## src/rtl/fsp_pkg.sv

```systemverilog
package fsp_pkg;

  localparam int VALUE_BITS_DEF = 32;

  // Field widths of one item on each side
  localparam int CHAR_W  = 8;
  localparam int STAR_W  = 32;
  localparam int CNT_W   = 4;
  localparam int NFLAGS  = 5;
  localparam int FIELD_W = 32;
  localparam int MOD_W   = 3;
  localparam int IN_W    = 40;
  localparam int OUT_W   = 96;

  // Flag slots
  localparam logic [2:0] FL_ZERO  = 3'd0;
  localparam logic [2:0] FL_MINUS = 3'd1;
  localparam logic [2:0] FL_PLUS  = 3'd2;
  localparam logic [2:0] FL_POUND = 3'd3;
  localparam logic [2:0] FL_SPACE = 3'd4;

  // Characters with a role in the grammar
  localparam logic [7:0] CH_ZERO  = 8'h30;
  localparam logic [7:0] CH_ONE   = 8'h31;
  localparam logic [7:0] CH_NINE  = 8'h39;
  localparam logic [7:0] CH_MINUS = 8'h2d;
  localparam logic [7:0] CH_PLUS  = 8'h2b;
  localparam logic [7:0] CH_POUND = 8'h23;
  localparam logic [7:0] CH_SPACE = 8'h20;
  localparam logic [7:0] CH_STAR  = 8'h2a;
  localparam logic [7:0] CH_DOT   = 8'h2e;
  localparam logic [7:0] CH_H     = 8'h68;
  localparam logic [7:0] CH_L     = 8'h6c;
  localparam logic [7:0] CH_J     = 8'h6a;
  localparam logic [7:0] CH_Z     = 8'h7a;

  // Length modifier codes
  localparam logic [2:0] LM_NONE = 3'd0;
  localparam logic [2:0] LM_HH   = 3'd1;
  localparam logic [2:0] LM_H    = 3'd2;
  localparam logic [2:0] LM_L    = 3'd3;
  localparam logic [2:0] LM_LL   = 3'd4;
  localparam logic [2:0] LM_J    = 3'd5;
  localparam logic [2:0] LM_Z    = 3'd6;

  typedef enum logic [7:0] {
    PH_FLAGS  = 8'b0000_0001,
    PH_WDIG   = 8'b0000_0010,
    PH_WDONE  = 8'b0000_0100,
    PH_PFIRST = 8'b0000_1000,
    PH_PSKIP  = 8'b0001_0000,
    PH_HSEEN  = 8'b0010_0000,
    PH_LSEEN  = 8'b0100_0000,
    PH_CONV   = 8'b1000_0000
  } phase_t;

  // One of s S p d D i o O u U x X c C
  function automatic logic is_conv(input logic [7:0] c);
    logic hit;
    unique case (c)
      8'h73, 8'h53, 8'h70, 8'h64, 8'h44, 8'h69, 8'h6f,
      8'h4f, 8'h75, 8'h55, 8'h78, 8'h58, 8'h63, 8'h43: hit = 1'b1;
      default: hit = 1'b0;
    endcase
    return hit;
  endfunction

  function automatic logic is_digit(input logic [7:0] c);
    return (c >= CH_ZERO) && (c <= CH_NINE);
  endfunction

endpackage

```

## src/rtl/format_spec_parser.sv

```systemverilog
// An item's result, if any, is registered in the result register behind the input register.
// Throughput: one item per cycle while results drain; the per-character state update is a
// single pass of logic between the input register and the result register.
// A stalled result holds the parser, and the input register then holds one more item.
// Reset (rst, synchronous, active high) empties both registers and returns the parser to
// the flags phase with all counts and values cleared.
module format_spec_parser #(
  parameter int VALUE_BITS = fsp_pkg::VALUE_BITS_DEF
) (
  input  logic                      clk,
  input  logic                      rst,
  input  logic                      s_tvalid,
  output logic                      s_tready,
  // char_code [7:0], star_value [39:8]
  input  logic [fsp_pkg::IN_W-1:0]  s_tdata,
  output logic                      m_tvalid,
  input  logic                      m_tready,
  // conv_char [7:0], zero_count [11:8], minus_count [15:12], plus_count [19:16],
  // pound_count [23:20], space_count [27:24], field_width [59:28], prec_present [60],
  // precision [92:61], length_mod [95:93]
  output logic [fsp_pkg::OUT_W-1:0] m_tdata,
  // spec_valid [0]
  output logic [0:0]                m_tuser
);

  // Accumulators hold at least the 32 bits of a star value
  localparam int AW = (VALUE_BITS > 32) ? VALUE_BITS : 32;
  localparam logic [AW-1:0] ACC_MAX = AW'((65'd1 << (VALUE_BITS - 1)) - 65'd1);

  // Append one decimal digit, saturating at the largest positive value.
  // acc*10 + d > max is the same test as acc > (max - d) / 10.
  function automatic logic [AW-1:0] acc_digit(input logic [AW-1:0] acc,
                                               input logic [3:0] d);
    logic [AW+3:0] sum;
    sum = ({4'd0, acc} << 3) + ({4'd0, acc} << 1) + (AW+4)'(d);
    return (sum > {4'd0, ACC_MAX}) ? ACC_MAX : sum[AW-1:0];
  endfunction

  // Input register
  logic                       in_vld;
  logic [7:0]                 in_char;
  logic [fsp_pkg::STAR_W-1:0] in_star;
  logic                       consume;

  // Parser state
  fsp_pkg::phase_t           phase, phase_next;
  logic [fsp_pkg::CNT_W-1:0] cnt      [fsp_pkg::NFLAGS];
  logic [fsp_pkg::CNT_W-1:0] cnt_next [fsp_pkg::NFLAGS];
  logic [AW-1:0]             wacc, wacc_next;
  logic [AW-1:0]             pacc, pacc_next;
  logic                      pseen, pseen_next;
  logic                      plive, plive_next;
  logic [fsp_pkg::MOD_W-1:0] mod, mod_next;

  // Per-character decode
  logic       emit;
  logic       at_wdone;
  logic       at_mod;
  logic       flag_hit;
  logic [2:0] flag_idx;
  logic [3:0] digit;
  logic       char_digit;
  logic [AW-1:0] star_ext;
  logic [fsp_pkg::MOD_W-1:0] mod_out;

  // Result register
  logic                        out_vld;
  logic                        r_valid;
  logic [7:0]                  r_char;
  logic [fsp_pkg::CNT_W-1:0]   r_cnt [fsp_pkg::NFLAGS];
  logic [fsp_pkg::FIELD_W-1:0] r_width;
  logic                        r_pseen;
  logic [fsp_pkg::FIELD_W-1:0] r_prec;
  logic [fsp_pkg::MOD_W-1:0]   r_mod;

  // Advance the parser whenever the result slot is free or drains this cycle
  assign consume  = in_vld && (!out_vld || m_tready);
  assign s_tready = !in_vld || consume;

  always_ff @(posedge clk) begin
    if (rst) begin
      in_vld <= 1'b0;
    end else if (s_tready) begin
      in_vld <= s_tvalid;
    end
    if (s_tvalid && s_tready) begin
      in_char <= s_tdata[7:0];
      in_star <= s_tdata[39:8];
    end
  end

  assign digit      = in_char[3:0];
  assign char_digit = fsp_pkg::is_digit(in_char);
  assign star_ext   = AW'($signed(in_star));

  always_comb begin
    flag_hit = 1'b1;
    flag_idx = fsp_pkg::FL_ZERO;
    unique case (in_char)
      fsp_pkg::CH_ZERO:  flag_idx = fsp_pkg::FL_ZERO;
      fsp_pkg::CH_MINUS: flag_idx = fsp_pkg::FL_MINUS;
      fsp_pkg::CH_PLUS:  flag_idx = fsp_pkg::FL_PLUS;
      fsp_pkg::CH_POUND: flag_idx = fsp_pkg::FL_POUND;
      fsp_pkg::CH_SPACE: flag_idx = fsp_pkg::FL_SPACE;
      default:           flag_hit = 1'b0;
    endcase
  end

  // One character through the grammar. A character that does not fit the current
  // position falls through to the next one within the same cycle.
  always_comb begin
    phase_next = phase;
    cnt_next   = cnt;
    wacc_next  = wacc;
    pacc_next  = pacc;
    pseen_next = pseen;
    plive_next = plive;
    mod_next   = mod;
    emit       = 1'b0;
    at_wdone   = 1'b0;
    at_mod     = 1'b0;

    unique case (phase)
      fsp_pkg::PH_FLAGS: begin
        if (flag_hit) begin
          if (cnt[flag_idx] != '1) begin
            cnt_next[flag_idx] = cnt[flag_idx] + 1'b1;
          end
        end else if (in_char >= fsp_pkg::CH_ONE && in_char <= fsp_pkg::CH_NINE) begin
          wacc_next  = AW'(digit);
          phase_next = fsp_pkg::PH_WDIG;
        end else if (in_char == fsp_pkg::CH_STAR) begin
          wacc_next  = star_ext;
          phase_next = fsp_pkg::PH_WDONE;
        end else begin
          at_wdone = 1'b1;
        end
      end
      fsp_pkg::PH_WDIG: begin
        if (char_digit) begin
          wacc_next = acc_digit(wacc, digit);
        end else begin
          at_wdone = 1'b1;
        end
      end
      fsp_pkg::PH_WDONE: at_wdone = 1'b1;
      fsp_pkg::PH_PFIRST: begin
        if (in_char == fsp_pkg::CH_STAR) begin
          pacc_next  = star_ext;
          plive_next = 1'b0;
          phase_next = fsp_pkg::PH_PSKIP;
        end else if (char_digit) begin
          pacc_next  = AW'(digit);
          plive_next = 1'b1;
          phase_next = fsp_pkg::PH_PSKIP;
        end else begin
          at_mod = 1'b1;
        end
      end
      fsp_pkg::PH_PSKIP: begin
        if (char_digit) begin
          if (plive) begin
            pacc_next = acc_digit(pacc, digit);
          end
        end else if (in_char == fsp_pkg::CH_STAR) begin
          plive_next = 1'b0;
        end else begin
          at_mod = 1'b1;
        end
      end
      fsp_pkg::PH_HSEEN: begin
        if (in_char == fsp_pkg::CH_H) begin
          mod_next   = fsp_pkg::LM_HH;
          phase_next = fsp_pkg::PH_CONV;
        end else begin
          mod_next = fsp_pkg::LM_H;
          emit     = 1'b1;
        end
      end
      fsp_pkg::PH_LSEEN: begin
        if (in_char == fsp_pkg::CH_L) begin
          mod_next   = fsp_pkg::LM_LL;
          phase_next = fsp_pkg::PH_CONV;
        end else begin
          mod_next = fsp_pkg::LM_L;
          emit     = 1'b1;
        end
      end
      fsp_pkg::PH_CONV: emit = 1'b1;
      default: emit = 1'b1;
    endcase

    // Precision position, reached once the width is done
    if (at_wdone) begin
      if (in_char == fsp_pkg::CH_DOT) begin
        pseen_next = 1'b1;
        phase_next = fsp_pkg::PH_PFIRST;
      end else begin
        at_mod = 1'b1;
      end
    end

    // Length modifier position
    if (at_mod) begin
      priority if (in_char == fsp_pkg::CH_H) begin
        phase_next = fsp_pkg::PH_HSEEN;
      end else if (in_char == fsp_pkg::CH_L) begin
        phase_next = fsp_pkg::PH_LSEEN;
      end else if (in_char == fsp_pkg::CH_J) begin
        mod_next   = fsp_pkg::LM_J;
        phase_next = fsp_pkg::PH_CONV;
      end else if (in_char == fsp_pkg::CH_Z) begin
        mod_next   = fsp_pkg::LM_Z;
        phase_next = fsp_pkg::PH_CONV;
      end else begin
        emit = 1'b1;
      end
    end

    // Modifier as it stands on the terminating character, before the clear below
    mod_out = mod_next;

    // The terminating character drops all state for the next specifier
    if (emit) begin
      phase_next = fsp_pkg::PH_FLAGS;
      for (int k = 0; k < fsp_pkg::NFLAGS; k++) begin
        cnt_next[k] = '0;
      end
      wacc_next  = '0;
      pacc_next  = '0;
      pseen_next = 1'b0;
      plive_next = 1'b0;
      mod_next   = fsp_pkg::LM_NONE;
    end
  end

  always_ff @(posedge clk) begin
    if (rst) begin
      phase <= fsp_pkg::PH_FLAGS;
      for (int k = 0; k < fsp_pkg::NFLAGS; k++) begin
        cnt[k] <= '0;
      end
      wacc  <= '0;
      pacc  <= '0;
      pseen <= 1'b0;
      plive <= 1'b0;
      mod   <= fsp_pkg::LM_NONE;
    end else if (consume) begin
      phase <= phase_next;
      cnt   <= cnt_next;
      wacc  <= wacc_next;
      pacc  <= pacc_next;
      pseen <= pseen_next;
      plive <= plive_next;
      mod   <= mod_next;
    end
  end

  // Result register: load on a terminating character, drop once taken
  always_ff @(posedge clk) begin
    if (rst) begin
      out_vld <= 1'b0;
    end else if (consume && emit) begin
      out_vld <= 1'b1;
    end else if (m_tready) begin
      out_vld <= 1'b0;
    end
    if (consume && emit) begin
      r_valid <= fsp_pkg::is_conv(in_char);
      r_char  <= in_char;
      r_cnt   <= cnt;
      r_width <= wacc[fsp_pkg::FIELD_W-1:0];
      r_pseen <= pseen;
      r_prec  <= pacc[fsp_pkg::FIELD_W-1:0];
      r_mod   <= mod_out;
    end
  end

  assign m_tvalid = out_vld;
  assign m_tuser  = r_valid;
  assign m_tdata  = {r_mod, r_prec, r_pseen, r_width,
                     r_cnt[fsp_pkg::FL_SPACE], r_cnt[fsp_pkg::FL_POUND],
                     r_cnt[fsp_pkg::FL_PLUS], r_cnt[fsp_pkg::FL_MINUS],
                     r_cnt[fsp_pkg::FL_ZERO], r_char};

endmodule
```

## config.mk

```make
export PLATFORM = sky130hd
export DESIGN_NAME = format_spec_parser
export DESIGN_NICKNAME = d
export VERILOG_FILES = /design/src/rtl/fsp_pkg.sv /design/src/rtl/format_spec_parser.sv
export SDC_FILE = /design/constraint.sdc
export NUM_CORES = 1
export LEC_CHECK = 0
export ABC_CLOCK_PERIOD_IN_PS = 13590
export BUFFER_PORTS_ARGS = -buffer_cell sky130_fd_sc_hd__buf_2
export CORE_MARGIN = 2
export CORE_UTILIZATION = 55
export CTS_BUF_LIST = sky130_fd_sc_hd__clkbuf_16
export DETAILED_ROUTE_END_ITERATION = 10
export PLACE_DENSITY = 0.75
export RECOVER_POWER = 100
export SKIP_CTS_REPAIR_TIMING = 1
export SYNTH_ARGS = -nofsm -noshare
export SYNTH_HDL_FRONTEND = slang
export SYNTH_SLANG_ARGS = --single-unit
```

## constraint.sdc

```tcl
create_clock -name clk -period 13.59 [get_ports clk]
set_input_delay 4.077 -clock clk [delete_from_list [all_inputs] [get_ports clk]]
set_output_delay 4.077 -clock clk [all_outputs]
set_load 0.05 [all_outputs]
```

==> run summary, run 1 <==
Status: finished with violations
Failing checks: capacitance limit, slew limit
Clock power share: 41.6%
First-pass GRT wire length: 61000 microns
Chip Height: 165 microns
P_leak: 6.57 nW
TritonCTS clock tree: yes
Setup TNS: 0 ps
Via count: 12.2k
Yosys cell types: 83
Number of vias per cell: 6.18
Post-route setup slack: 4230 ps
Kind of critical path: in2reg
Die ar.: 0.0274 sq mm
Critical path required time: 13660 ps
Ys async rst share: 0%
DR WL/cell: 19.5 microns
Initial antenna violation count: 1
Largest net degree at the start of global routing: 72
GR Util All Layers: 28.0%
Core area: 0.0258 sq mm
Worst-margin pin slew: 3870 ps
Final Cycle Share: 68.9%
Min Hold Slack: 446 ps
Placed cell count: 1925
RSZ-0062 raised after global routing: no
Hold path depth: 0
Pint: 1.17 mW
Number of port buffers: 142
Share of total power in sequential cells: 51.0%
Max Clk Rate: 107 MHz
I/O Pins: 143
DP HPWL: 28100 microns
Worst slack, placed: 4920 ps
Setup crit end kind: register
Pwr/cell area: 99.4 mW/mm^2
Reg clk slew, reported paths: 60 ps
WP data arrival: 9430 ps
Crit path time final: 9360 ps
Layout Nets: 1793
Max stage delay cell, worst path: clkbuf_1
R2r worst-path depth: 8
Maximum fanout along the worst path: 71
Final setup fails: 0
Filler cells: 2302
Seq/Total Area, Yosys: 42.5%
Final Instance Count excl. Fillers: 1972
Worst VDD drop: 0.0918 mV
Syn Std Cell Area: 0.0143 sq mm
Total power: 1.57 mW
Final WL: 38400 microns
Clk_lat worst skew: 550 ps
Routed Antenna Nets: 0
Floorplan row count: 59
Diodes inserted: 0
Yosys reg bits: 236
Layout cells sized above 1: 6.35%
Fin. Hold Viols: 0
Startpoint type of the worst setup path: input port
Combinational share of power: 7.4%
EDFF count, synth: 137
DRC viols: 0
Hold Path Class: reg2reg
Top FF cell, synth: edfxtp_1
Die Width: 165 microns
Slew Viols, Final: 148
Initial core utilization: 55.5%
P_sw: 0.397 mW
GPL Wtd Cong: 0.955
Post-synthesis net count: 1709
Maxcap violations: 3
Area growth syn-to-layout: 9.89%
Clock Path Buffers: 3
TritonRoute pass-1 iters: 5
Initial DRC Count: 987
Average size of a mapped cell: 9.34 sq um
Switching share of power: 25.3%
Synth Warn #: 0
Root Buffer: clkbuf_16
Clk_skew: 27.7 ps
Vias in the first global route: 11.5k
Worst rel slew slack: -158%
H-tree lvl count: 1
Clk sink count: 236
Mapped Cells: 1534
TritonCTS buffer count: 26
Worst-path cell chain: buf_2 > nand2b_1 > and2_0 > nand2_1 > clkinvlp_2 > clkbuf_1
Grt ovf: 0
CP max stage delay: 2780 ps
[worst paths after layout]
| check | startpoint | endpoint | slack [ps] |
|---|---|---|---|
| max | m_tready | r_width[12] | 4230 |
| min | pseen | r_pseen | 450 |
| max reg2reg | in_char[3] | r_width[12] | 6240 |
| min reg2reg | pseen | r_pseen | 450 |
[cells by family (layout without fill, tap and decap cells)]
| kind of cell | count (synthesis) | in the layout | share of synthesized area [%] |
|---|---|---|---|
| fa+ha+maj | 131 | 131 | 11.6 |
| mux | 4 | 4 | 0.279 |
| buf+inv | 109 | 212 | 3.45 |
| xor+xnor | 60 | 60 | 3.67 |
| compound gates | 405 | 405 | 18.5 |
| flops | 236 | 236 | 42.5 |
| simple gates | 589 | 589 | 19.9 |
[power by group through the flow]
stage	Clock (mW)	Combinational, mW	Sequential (mW)
floorplan	0	0.0432	0.854
global placement	0	0.120	0.810
detailed placement	0	0.122	0.810
CTS	0.663	0.122	0.795
global route	0.690	0.124	0.800
finish	0.651	0.117	0.798
[layout make-up]
type	instances	area [sq um]	area share (%)
Inverter	16	61.3	0.389
Sequential cell	236	6100	38.7
Timing Repair Buffer	149	626	3.97
Clock inverter	21	139	0.882
Tap cell	335	419	2.66
Clock buffer	26	651	4.13
Multi-Input combinational cell	1189	7760	49.3
[critical path: cells and delay by family]
| kind | cells | cell delay [ps] |
|---|---|---|
| buffers and inverters | 3 | 3920 |
| and+or+nand+nor | 3 | 1370 |
[per-stage QoR]
stage,util (%),cell area [sq um]
final,61.0,15800
after global routing,61.0,15800
after CTS,61.6,15900
after detailed placement,58.5,15100
after global placement,58.5,15100
after floorplan,-,14300
[state kept, by name, indices dropped and copies added, names as in the netlist]
register  cells
r_width      32
m_tuser       1
cnt          20
plive         1
r_mod         3
phase         8
r_pseen       1
pacc         32
mod           3
in_char       8
pseen         1
in_star      32
m_tvalid      1
r_char        8
r_prec       32
m_tdata      20
in_vld        1
wacc         32
[layer usage]
metal / part of all wire (%) / GRT usage, % / vias up
met4: 2.8 / 8.70 / 0
met1: 45 / 40.3 / 5786
met5: 0 / 0 / -
met2: 46 / 43.8 / 406
li1: - / - / 5926
met3: 6.7 / 3.85 / 70
[synth_stat cells (26+ instances only)]
master	instances	area, sq um
ha_1	127	1590
nand3_1	44	220
clkbuf_1	72	270
nor4_1	67	419
a21o_1	27	203
nor3_1	26	130
o31ai_1	30	225
nor2_1	98	368
o21ai_1	31	155
o21ai_0	63	315
edfxtp_1	137	4110
nand2_1	232	871
xnor2_1	35	307
dfxtp_1	99	1980
a21oi_1	112	561
[layout by cell type (no fill, tap or decap), drive strengths merged, types with 27 or more instances in the layout]
cell type,instances
edfxtp,137
a21o,27
xnor2,35
a21oi,113
clkbuf,134
ha,127
nand2,233
buf,41
o31ai,30
o21ai,95
nor2,99
nor4,67
nand3,44
dfxtp,99
Note: power is estimated with default switching activity, not from simulation.
==> run 2: changes to the inputs <==
--- a/config.mk
+++ b/config.mk
@@ -5,7 +5,7 @@
 export SDC_FILE = /design/constraint.sdc
 export NUM_CORES = 1
 export LEC_CHECK = 0
-export ABC_CLOCK_PERIOD_IN_PS = 13590
+export ABC_CLOCK_PERIOD_IN_PS = 8900
 export BUFFER_PORTS_ARGS = -buffer_cell sky130_fd_sc_hd__buf_2
 export CORE_MARGIN = 2
 export CORE_UTILIZATION = 55
==> constraint.sdc (replaced) <==
create_clock -name clk -period 8.9 [get_ports clk]
set_input_delay 2.67 -clock clk [delete_from_list [all_inputs] [get_ports clk]]
set_output_delay 2.67 -clock clk [all_outputs]
set_load 0.05 [all_outputs]
==> run 2 against run 1 <==
Critical path type unchanged. Clock skew down 5.8 ps. Design area down 0.45%. Global-route usage down 0.80 points. The run still ends with capacitance limit, slew limit left. Cell count down 0.15%. First-iteration DRC count up 6.9%. Total power up 49%. Clock power up 46%. Worst hold slack worse by 7.0 ps. Wire length down 1.7%. Sequential cell count unchanged. Non-clock buffer count up 1. Count of clock-buffer cells in the layout down 2.
==> run summary, run 2 (synthesis results as in run 1) <==
Root Buffer: clkbuf_16 (unchanged)
H-tree lvl count: 1 (unchanged)
Clock power share: 40.5% (was 41.6%)
Clk_skew: 21.9 ps (was 27.7 ps)
Vias in the first global route: 11.3k (was 11.5k)
Clock Path Buffers: 3 (unchanged)
R2r worst-path depth: 8 (unchanged)
P_leak: 6.55 nW (was 6.57 nW)
R2R setup slack: 2170 ps (was 6240 ps)
Area growth syn-to-layout: 9.39% (was 9.89%)
DP HPWL: 27500 microns (was 28100 microns)
Most common cell after layout, fill and taps aside: nand2_1 (unchanged)
Reg clk slew, reported paths: 60 ps (about the same)
Number of port buffers: 142 (unchanged)
Critical path required time: 8820 ps (was 13660 ps)
P_sw: 0.596 mW (was 0.397 mW)
Worst VDD drop: 0.126 mV (was 0.0918 mV)
Most frequent cells in the layout: 232 x nand2_1, 137 x edfxtp_1, 127 x ha_1, 113 x a21oi_1, 107 x clkbuf_1 (was 232 x nand2_1, 137 x edfxtp_1, 127 x ha_1, 113 x a21oi_1, 108 x clkbuf_1)
Met3 WL post-DR: 2730 microns (was 2560 microns)
First-pass GRT wire length: 59300 microns (was 61000 microns)
Combinational share of power: 7.5% (was 7.4%)
Cell area after layout: 0.0157 sq mm (was 0.0158 sq mm)
Pwr/cell area: 149 mW/mm^2 (was 99.4 mW/mm^2)
Clk_lat worst skew: 530 ps (was 550 ps)
CP endpoint: r_width[14] (was r_width[12])
Worst-path cell chain: buf_2 > nand2b_1 > and2_0 > nand2_1 > clkinvlp_2 > clkbuf_2 (was buf_2 > nand2b_1 > and2_0 > nand2_1 > clkinvlp_2 > clkbuf_1)
Diodes inserted: 0 (unchanged)
Initial core utilization: 55.5% (unchanged)
Chip Height: 165 microns (unchanged)
GR Util All Layers: 27.2% (was 28.0%)
Final Util: 60.7% (was 61.0%)
Met1 Wirelength: 16900 microns (was 17200 microns)
Layout cells sized above 1: 6.30% (was 6.35%)
Layout Nets: 1792 (was 1793)
Die Width: 165 microns (unchanged)
Floorplan row count: 59 (unchanged)
FF-to-FF Start: in_char[4] (was in_char[3])
DR WL/cell: 19.2 microns (was 19.5 microns)
Initial antenna violation count: 0 (was 1)
DRC viols: 0 (unchanged)
Area after DPL: 0.0151 sq mm (about the same)
Max Clk Rate: 146 MHz
Failing checks: capacitance limit, slew limit (unchanged)
Final Cycle Share: 77.0%
Final WL: 37700 microns (was 38400 microns)
Worst-margin pin slew: 2910 ps (was 3870 ps)
DR WL met2: 17200 microns (was 17500 microns)
Switching share of power: 25.5% (was 25.3%)
Via count: 12.3k (was 12.2k)
Crit path time final: 6850 ps
Initial DRC Count: 1055 (was 987)
Worst rel slew slack: -94.4% (was -158%)
Maximum fanout along the worst path: 65 (was 71)
I/O Pins: 143 (unchanged)
Kind of critical path: in2reg (unchanged)
TritonCTS buffer count: 24 (was 26)
RSZ-0062 raised after global routing: no (unchanged)
Grt ovf: 0 (unchanged)
Share of total power in sequential cells: 52.0% (was 51.0%)
Number of vias per cell: 6.22 (was 6.18)
TritonRoute pass-1 iters: 6 (was 5)
Final setup fails: 0 (unchanged)
CP max stage delay: 1530 ps (was 2780 ps)
Die ar.: 0.0274 sq mm (unchanged)
Fin. Hold Viols: 0 (unchanged)
Filler cells: 2295 (was 2302)
Worst R2R End: r_width[14] (was r_width[12])
TritonCTS clock tree: yes (unchanged)
Hold Path Class: reg2reg (unchanged)
DR top layer: met4 (unchanged)
GPL Wtd Cong: 0.960 (was 0.955)
Status: finished with violations (unchanged)
Maxcap violations: 5 (was 3)
Launch point of the worst path: m_tready (unchanged)
Setup crit end kind: register (unchanged)
Clk sink count: 236 (unchanged)
Routed Antenna Nets: 0 (unchanged)
WP data arrival: 6780 ps (was 9430 ps)
Startpoint type of the worst setup path: input port (unchanged)
Core area: 0.0258 sq mm (unchanged)
Max stage delay cell, worst path: clkinvlp_2 (was clkbuf_1)
Largest net degree at the start of global routing: 66 (was 72)
Slew Viols, Final: 208 (was 148)
Sequential cell area: 0.00610 sq mm (unchanged)
Pint: 1.74 mW (was 1.17 mW)
Area of the multi-input gates: 0.00774 sq mm (was 0.00776 sq mm)
Setup TNS: 0 ps (unchanged)
## run 2: cell count changes in the layout (fill, tap and decap cells not counted), moves of 2 or more
cell,change
clkbuf_16,-2
o21ai_0,-11
inv_4,+2
clkinv_1,-3
o21ai_1,+11
## run 2: critical path: cells and delay by family
kind | cells | cell delay, ps
buffers and inverters | 3 | 2840
and+or+nand+nor | 3 | 1180
## run 2: worst min path at each step
stage	to	cells after the start	start
floorplan	r_pseen	0	pseen
global placement	r_pseen	0	pseen
detailed placement	r_pseen	0	pseen
CTS	r_pseen	0	pseen
global route	r_pseen	0	pseen
finish	r_pseen	0	pseen
## run 2: power by group through the flow
stage               sequential, mW  clock (mW)  combinational [mW]
detailed placement            1.24           0               0.183
global route                  1.22       0.997               0.187
global placement              1.24           0               0.181
CTS                           1.21       0.959               0.184
finish                        1.22       0.949               0.176
floorplan                     1.30           0              0.0659
## run 2: per-stage QoR
stage / cells / total power, mW / setup slack, ps / hold WS, ps
after global routing: 1969 / 2.40 / 1670 / 448
after detailed placement: 1926 / 1.42 / 3050 / 431
after floorplan: 1534 / 1.37 / 3080 / 408
final: 1969 / 2.34 / 2050 / 439
after global placement: 1926 / 1.42 / 3060 / 443
after CTS: 1969 / 2.36 / 3050 / 446
## run 2: final cells by class
type	instances	area share, %
multi-input combinational	1189	49.4
sequential	236	38.9
timing repair buffer	150	4.05
clock buffer	24	3.83
tap	335	2.67
clock inverter	19	0.822
inverter	16	0.391
## run 2: metal layers
layer  track usage, %  vias to the layer above
met5                0                        -
met4             7.29                        0
met3             3.15                       63
met2             43.7                      429
met1             39.0                     5827
li1                 -                     5931
==> run 3: changes to the inputs <==
--- a/config.mk
+++ b/config.mk
@@ -5,13 +5,13 @@
 export SDC_FILE = /design/constraint.sdc
 export NUM_CORES = 1
 export LEC_CHECK = 0
-export ABC_CLOCK_PERIOD_IN_PS = 8900
+export ABC_CLOCK_PERIOD_IN_PS = 5800
 export BUFFER_PORTS_ARGS = -buffer_cell sky130_fd_sc_hd__buf_2
 export CORE_MARGIN = 2
-export CORE_UTILIZATION = 55
+export CORE_UTILIZATION = 54
 export CTS_BUF_LIST = sky130_fd_sc_hd__clkbuf_16
 export DETAILED_ROUTE_END_ITERATION = 10
-export PLACE_DENSITY = 0.75
+export PLACE_DENSITY = 0.77
 export RECOVER_POWER = 100
 export SKIP_CTS_REPAIR_TIMING = 1
 export SYNTH_ARGS = -nofsm -noshare
==> constraint.sdc (replaced) <==
create_clock -name clk -period 5.8 [get_ports clk]
set_input_delay 1.74 -clock clk [delete_from_list [all_inputs] [get_ports clk]]
set_output_delay 1.74 -clock clk [all_outputs]
set_load 0.05 [all_outputs]
==> run 3 against run 2 <==
The flow still finishes with violations (capacitance limit, slew limit). Wire length is 0.50% higher. Via count rose by 1.5%. Clock power increased by 84%. Sequential share of layout area decreased by 0.51 points. Clock skew decreased by 13 ps. Global-route usage fell by 0.65 points. Total power increased by 66%. Sequential power is 52% higher. Count of clock-buffer cells in the layout is 2 higher. Combinational power up 55%. Critical path depth increased by 3. Critical path type is now reg2reg. Largest cell class unchanged.
==> run summary, run 3 (synthesis results as in run 1) <==
Number of port buffers: 142 (unchanged)
Core area: 0.0261 sq mm (was 0.0258 sq mm)
Final WL: 37900 microns (was 37700 microns)
Worst-margin pin slew: 2860 ps (was 2910 ps)
Setup crit end kind: register (unchanged)
Worst VDD drop: 0.245 mV (was 0.126 mV)
Number of vias per cell: 6.29 (was 6.22)
P_leak: 6.63 nW (was 6.55 nW)
Pint: 2.93 mW (was 1.74 mW)
Initial core utilization: 55.0% (was 55.5%)
TritonCTS buffer count: 26 (was 24)
Clock Path Buffers: 3 (unchanged)
Slew Viols, Final: 76 (was 208)
Routed Antenna Nets: 0 (unchanged)
Layout cells sized above 1: 6.89% (was 6.30%)
First-pass GRT wire length: 61100 microns (was 59300 microns)
H-tree lvl count: 1 (unchanged)
Clk sink count: 236 (unchanged)
Crit path time final: 4840 ps
Die Width: 167 microns (was 165 microns)
Area of the multi-input gates: 0.00773 sq mm (was 0.00774 sq mm)
Chip Height: 167 microns (was 165 microns)
Diodes inserted: 0 (unchanged)
Clk_lat worst skew: 540 ps (was 530 ps)
Clock power share: 45.1% (was 40.5%)
Setup TNS: 0 ps (unchanged)
Hold Path Class: reg2reg (unchanged)
DP HPWL: 27700 microns (was 27500 microns)
Most frequent cells in the layout: 232 x nand2_1, 137 x edfxtp_1, 127 x ha_1, 113 x a21oi_1, 108 x clkbuf_1 (was 232 x nand2_1, 137 x edfxtp_1, 127 x ha_1, 113 x a21oi_1, 107 x clkbuf_1)
Total power: 3.89 mW (was 2.34 mW)
Die ar.: 0.0279 sq mm (was 0.0274 sq mm)
Worst rel slew slack: -90.9% (was -94.4%)
Initial DRC Count: 1107 (was 1055)
Share of total power in sequential cells: 47.9% (was 52.0%)
Kind of critical path: reg2reg (was in2reg)
Switching share of power: 24.7% (was 25.5%)
P_sw: 0.962 mW (was 0.596 mW)
Fin. Hold Viols: 0 (unchanged)
I/O Pins: 143 (unchanged)
TritonCTS clock tree: yes (unchanged)
Initial antenna violation count: 0 (unchanged)
Floorplan row count: 59 (unchanged)
DR WL/cell: 19.2 microns (about the same)
Critical path required time: 6280 ps (was 8820 ps)
Maximum fanout along the worst path: 31 (was 65)
Clk_skew: 9.19 ps (was 21.9 ps)
Via count: 12.4k (was 12.3k)
Layout Nets: 1796 (was 1792)
GR Util All Layers: 26.5% (was 27.2%)
GPL Wtd Cong: 0.918 (was 0.960)
TritonRoute pass-1 iters: 6 (unchanged)
Sequential cell area: 0.00610 sq mm (unchanged)
Max Clk Rate: 207 MHz
Most common cell after layout, fill and taps aside: nand2_1 (unchanged)
Final setup fails: 0 (unchanged)
WP data arrival: 5320 ps (was 6780 ps)
Filler cells: 2250 (was 2295)
Maxcap violations: 2 (was 5)
RSZ-0062 raised after global routing: no (unchanged)
DRC viols: 0 (unchanged)
Root Buffer: clkbuf_16 (unchanged)
Failing checks: capacitance limit, slew limit (unchanged)
Combinational share of power: 7.0% (was 7.5%)
Vias in the first global route: 11.8k (was 11.3k)
Area growth syn-to-layout: 10.9% (was 9.39%)
Reg clk slew, reported paths: 60 ps (about the same)
Startpoint type of the worst setup path: register (was input port)
Grt ovf: 0 (unchanged)
Final Cycle Share: 83.4%
Pwr/cell area: 245 mW/mm^2 (was 149 mW/mm^2)
Status: finished with violations (unchanged)
Largest net degree at the start of global routing: 51 (was 66)
[run 3: cell count changes in the layout (fill, tap and decap cells not counted), moves of 2 or more]
cell / before / now
clkbuf_16: 24 / 26
o21ai_1: 12 / 1
inv_4: 2 / 0
o21ai_0: 83 / 94
clkinvlp_4: 2 / 5
inv_1: 21 / 17
bufinv_16: 1 / 5
[run 3: critical path, stage by stage (launching register included)]
cell and delay, ps:
edfxtp_1 550, or4b_1 760, or4b_1 610, a22oi_1 170
o21ai_0 250, a31o_1 410, a21oi_1 680, and2b_1 1000
a22oi_1 230, nand2_1 110
[run 3: power by group through the flow]
stage | combinational (mW) | sequential, mW | clock, mW
after detailed placement | 0.285 | 1.90 | 0
after global placement | 0.282 | 1.90 | 0
after floorplan | 0.101 | 2.00 | 0
final | 0.273 | 1.86 | 1.75
after CTS | 0.286 | 1.86 | 1.78
after global routing | 0.289 | 1.87 | 1.84
[run 3: path summary, 6_finish.rpt]
path	slack [ps]	cells past startpoint	endpoint	start
worst min-delay path	450	0	r_pseen	pseen
worst max register to register	960	9	pacc[0]	in_char[4]
worst max-delay path	960	9	pacc[0]	in_char[4]
worst min register to register	450	0	r_pseen	pseen
[run 3: final cells by class]
class	count	area share, %
sequential	236	38.4
clock buffer	26	4.09
multi-input combinational	1189	48.7
inverter	16	0.378
timing repair buffer	152	4.16
clock inverter	22	1.69
tap	335	2.64
[run 3: routing by layer]
layer  wire length [microns]  track usage [%]
met1                   16600             37.3
met2                   17200             42.2
met3                    3070             3.80
met4                    1120             8.85
met5                       0                0
[run 3: through the flow]
step | setup WS, ps | utilization (%) | hold slack (ps) | cell area, sq um | instances
6_report | 964 | 61.0 | 453 | 15900 | 1976
3_5_place_dp | 1260 | 58.1 | 438 | 15100 | 1928
3_3_place_gp | 1350 | 58.1 | 428 | 15100 | 1928
2_1_floorplan | 909 | - | 408 | 14300 | 1534
4_1_cts | 1250 | 61.7 | 453 | 16100 | 1976
5_1_grt | 686 | 61.0 | 474 | 15900 | 1976
